[config.mk]
export PLATFORM = sky130hd
export DESIGN_NAME = sitm_cmp
export DESIGN_NICKNAME = d
export VERILOG_FILES = /design/src/rtl/sitm_pkg.sv /design/src/rtl/sitm_cmp.sv
export SDC_FILE = /design/constraint.sdc
export NUM_CORES = 1
export LEC_CHECK = 0
export BUFFER_PORTS_ARGS = -buffer_cell sky130_fd_sc_hd__buf_2
export CORE_ASPECT_RATIO = 1.2
export CORE_UTILIZATION = 45
export DETAILED_ROUTE_END_ITERATION = 10
export GPL_TIMING_DRIVEN = 0
export PLACE_DENSITY_LB_ADDON = 0.15
export RECOVER_POWER = 100
export SLEW_MARGIN = 30
export SYNTH_ARGS = -nofsm -noshare
export SYNTH_HDL_FRONTEND = slang
export SYNTH_SLANG_ARGS = --single-unit
export TNS_END_PERCENT = 30
[constraint.sdc]
create_clock -name vclk -period 5.62
set_clock_uncertainty 0.2 [all_clocks]
set_input_delay 1.124 -clock vclk [all_inputs]
set_output_delay 1.124 -clock vclk [all_outputs]
set_load 0.02 [all_outputs]
[src/rtl/sitm_pkg.sv]
// Shared types, constants and codes for the sorted interval table block.
// Used by sitm_cmp and the top level under rtl/; depends on nothing else.
`timescale 1ns / 1ps
`default_nettype none

package sitm_pkg;

	// Table geometry
	localparam int TABLE_DEPTH = 1024;
	localparam int IDX_W = $clog2(TABLE_DEPTH);
	localparam int CNT_W = $clog2(TABLE_DEPTH + 1);
	localparam int COUNT_FIELD_W = 11;
	localparam int COORD_W = 32;

	// Operation codes
	typedef enum logic [1:0] {
		OP_INSERT = 2'd0,
		OP_MERGE  = 2'd1,
		OP_READ   = 2'd2
	} op_e;

	// Status codes
	typedef enum logic [1:0] {
		ST_OK    = 2'd0,
		ST_FULL  = 2'd1,
		ST_RANGE = 2'd2
	} status_e;

	// Sequencer states
	typedef enum logic [3:0] {
		S_IDLE,
		S_RD_WAIT,
		S_ISCAN,
		S_DUP,
		S_SHIFT,
		S_PUT,
		S_M_RD,
		S_M_C1,
		S_M_C2,
		S_M_FIN
	} state_e;

	typedef struct packed {
		logic [1:0]                op;
		logic signed [COORD_W-1:0] span_start;
		logic signed [COORD_W-1:0] span_end;
		logic [9:0]                entry_index;
	} req_t;

	typedef struct packed {
		logic [1:0]                status;
		logic [COUNT_FIELD_W-1:0]  entry_count;
		logic signed [COORD_W-1:0] read_start;
		logic signed [COORD_W-1:0] read_end;
	} rsp_t;

	// One stored interval
	typedef struct packed {
		logic signed [COORD_W-1:0] span_start;
		logic signed [COORD_W-1:0] span_end;
	} entry_t;

	// Flags from the shared comparator
	typedef struct packed {
		logic lt;
		logic eq;
	} cmp_t;

endpackage

`default_nettype wire

[src/rtl/sitm_cmp.sv]
// Shared signed 32-bit comparator used by the scan, duplicate update and merge steps.
// Depends on sitm_pkg for the flag struct.
`timescale 1ns / 1ps
`default_nettype none

module sitm_cmp (
	input  wire logic signed [31:0] lhs,
	input  wire logic signed [31:0] rhs,
	output sitm_pkg::cmp_t          flags
);
	import sitm_pkg::*;

	// Two's complement ordering and equality of the selected operands.
	always_comb begin
		flags.lt = (lhs < rhs);
		flags.eq = (lhs == rhs);
	end

endmodule

`default_nettype wire

==> impl_metrics.env <==
export IMPL_status="finished, final reports clean"
export IMPL_netlist_top_cells_area="ha_1 49%, inv_1 15%, a21oi_1 6.7%, nand4_1 4.6%, nand2_1 3.2%"
export IMPL_syn_nets=209
export IMPL_synth_cell_types=24
export IMPL_fin_crit_ns=4.10
export IMPL_seq_cell_count=0
export IMPL_die_w_um=41.0
export IMPL_syn_avg_cell_area_um2=7.26
export IMPL_p_leak_uw=0.000758
export IMPL_whs_ns=2.57
export IMPL_hold_violations=0
export IMPL_drc=0
export IMPL_met3_length_um=128
export IMPL_vias_per_cell=5.02
export IMPL_routed_top_layer="met4"
export IMPL_coreArea_mm2=0.00166
export IMPL_cp_end_kind="primary output"
export IMPL_routed_via_count=989
export IMPL_grt_max_degree=5
export IMPL_hold_buffers=0
export IMPL_wl_mm=1.86
export IMPL_ctsResizeCount=0
export IMPL_initial_utilization_pct=49.4
export IMPL_portBuffers=66
export IMPL_critical_path_required_ns=4.30
export IMPL_grt_overflow=0
export IMPL_area_delta_synth_final_pct=42.7
export IMPL_grt_pass1_vias=993
export IMPL_yosysSeqAreaShare_pct=0
export IMPL_ant_nets=0
export IMPL_dr_wl_met2_mm=1.03
export IMPL_final_seq_area_um2=0
export IMPL_post_cts_setup_buffer_count=0
export IMPL_post_dp_hpwl_mm=1.80
export IMPL_synth_common_cells="32 x ha_1, 32 x inv_1, 11 x a21oi_1"
export IMPL_yosys_area_top_type="ha_1"
export IMPL_rsz0062_at_grt="false"
export IMPL_nets=277
export IMPL_final_setup_tns_ns=0
export IMPL_die_area_mm2=0.00200
export IMPL_antenna_cells=0
export IMPL_routabilityCongestion=0.706
export IMPL_crit_arrival_ns=2.78
export IMPL_hold_class="in -> out"
export IMPL_wl_per_cell_um=9.46
export IMPL_min_period_over_period_pct=73.0
export IMPL_row_count=16
export IMPL_power_uw=74.4
export IMPL_fmax_ghz=0.244
export IMPL_vdd_drop_max_v=0.0000319
export IMPL_slew_violations=0
export IMPL_drive_gt1_share_pct=38.5
export IMPL_final_util_pct=70.5
export IMPL_grtUsageTotal_pct=20.6
export IMPL_grt_antenna_before_repair=0
export IMPL_drt_iter0_drc=8
export IMPL_power_per_cell_area_mw_per_mm2=63.5
export IMPL_met1Wirelength_um=691
export IMPL_detail_route_first_pass_iterations=4
export IMPL_synth_top_cell_area_share_pct=48.8
export IMPL_ios=66
export IMPL_critical_path_class="in -> out"
export IMPL_tightest_slew_ns=0.395
export IMPL_slew_headroom_pct=73.7
export IMPL_grt_pass1_wl_mm=3.17
export IMPL_clkbuf_count=0
export IMPL_ys_warn_count=0
export IMPL_synth_area_um2=821
export IMPL_setup_viol=0
export IMPL_dieHeight_um=48.8
export IMPL_synthCells=113
export IMPL_start_kind="input pin"
export IMPL_cap_violations=0
export IMPL_critPathMaxFanout=3
==> final cells by class <==
cell class | count | area (µm²)
fill | 152 | 490
inverter | 32 | 120
tap | 18 | 22.5
multi-input combinational | 81 | 701
timing repair buffer | 66 | 328
==> layout by cell type, fill, tap and decap left out, types with 2 or more instances in the layout <==
cell type	n
nand2_1	7
ha_1	32
nand3_1	2
o21ai_0	2
a21o_1	2
clkbuf_1	2
inv_1	32
nor2_1	4
nand4_1	6
buf_2	64
a21oi_1	11
==> where the power goes <==
part | internal [µW] | switching (µW) | leakage, µW
sequential | 0 | 0 | 0
clock | 0 | 0 | 0
combinational | 39.0 | 35.3 | 0.000758
total | 39.0 | 35.3 | 0.000758
==> worst max-delay path, stage by stage <==
cell and delay (ns):
buf_2 0.10, ha_1 0.32, a21oi_1 0.15, o21ai_1 0.08
a221oi_1 0.42, o2111ai_1 0.20, o22ai_2 0.13, clkbuf_1 0.26
==> logic make-up (layout without fill, tap and decap cells) <==
kind of cell / Yosys count / after routing / share of synthesized area [%]
AND/OR/NAND/NOR: 24 / 24 / 16.0
buffers and inverters: 32 / 98 / 14.6
adder cells (fa/ha/maj): 32 / 32 / 48.8
AO/OA/AOI/OAI: 25 / 25 / 20.6
==> worst paths after layout <==
kind / startpoint / endpoint / depth (start not counted)
setup / recovery: lhs[23] / flags[1] / 8
hold / removal: lhs[31] / flags[1] / 4
==> routing by layer <==
layer / global-route usage [%] / vias to the layer above
met3: 1.37 / 2
met2: 44.8 / 37
met1: 17.1 / 420
li1: - / 530
met4: 2.22 / 0
met5: 0 / -
==> through the flow <==
stage,worst slack (ns),std cells,area [µm²]
after floorplan,1.83,113,821
after global placement,1.62,197,1170
after detailed placement,1.60,197,1170
after CTS,1.60,197,1170
after global routing,1.39,197,1170
final,1.52,197,1170
Power figures use the tool's default switching activity.
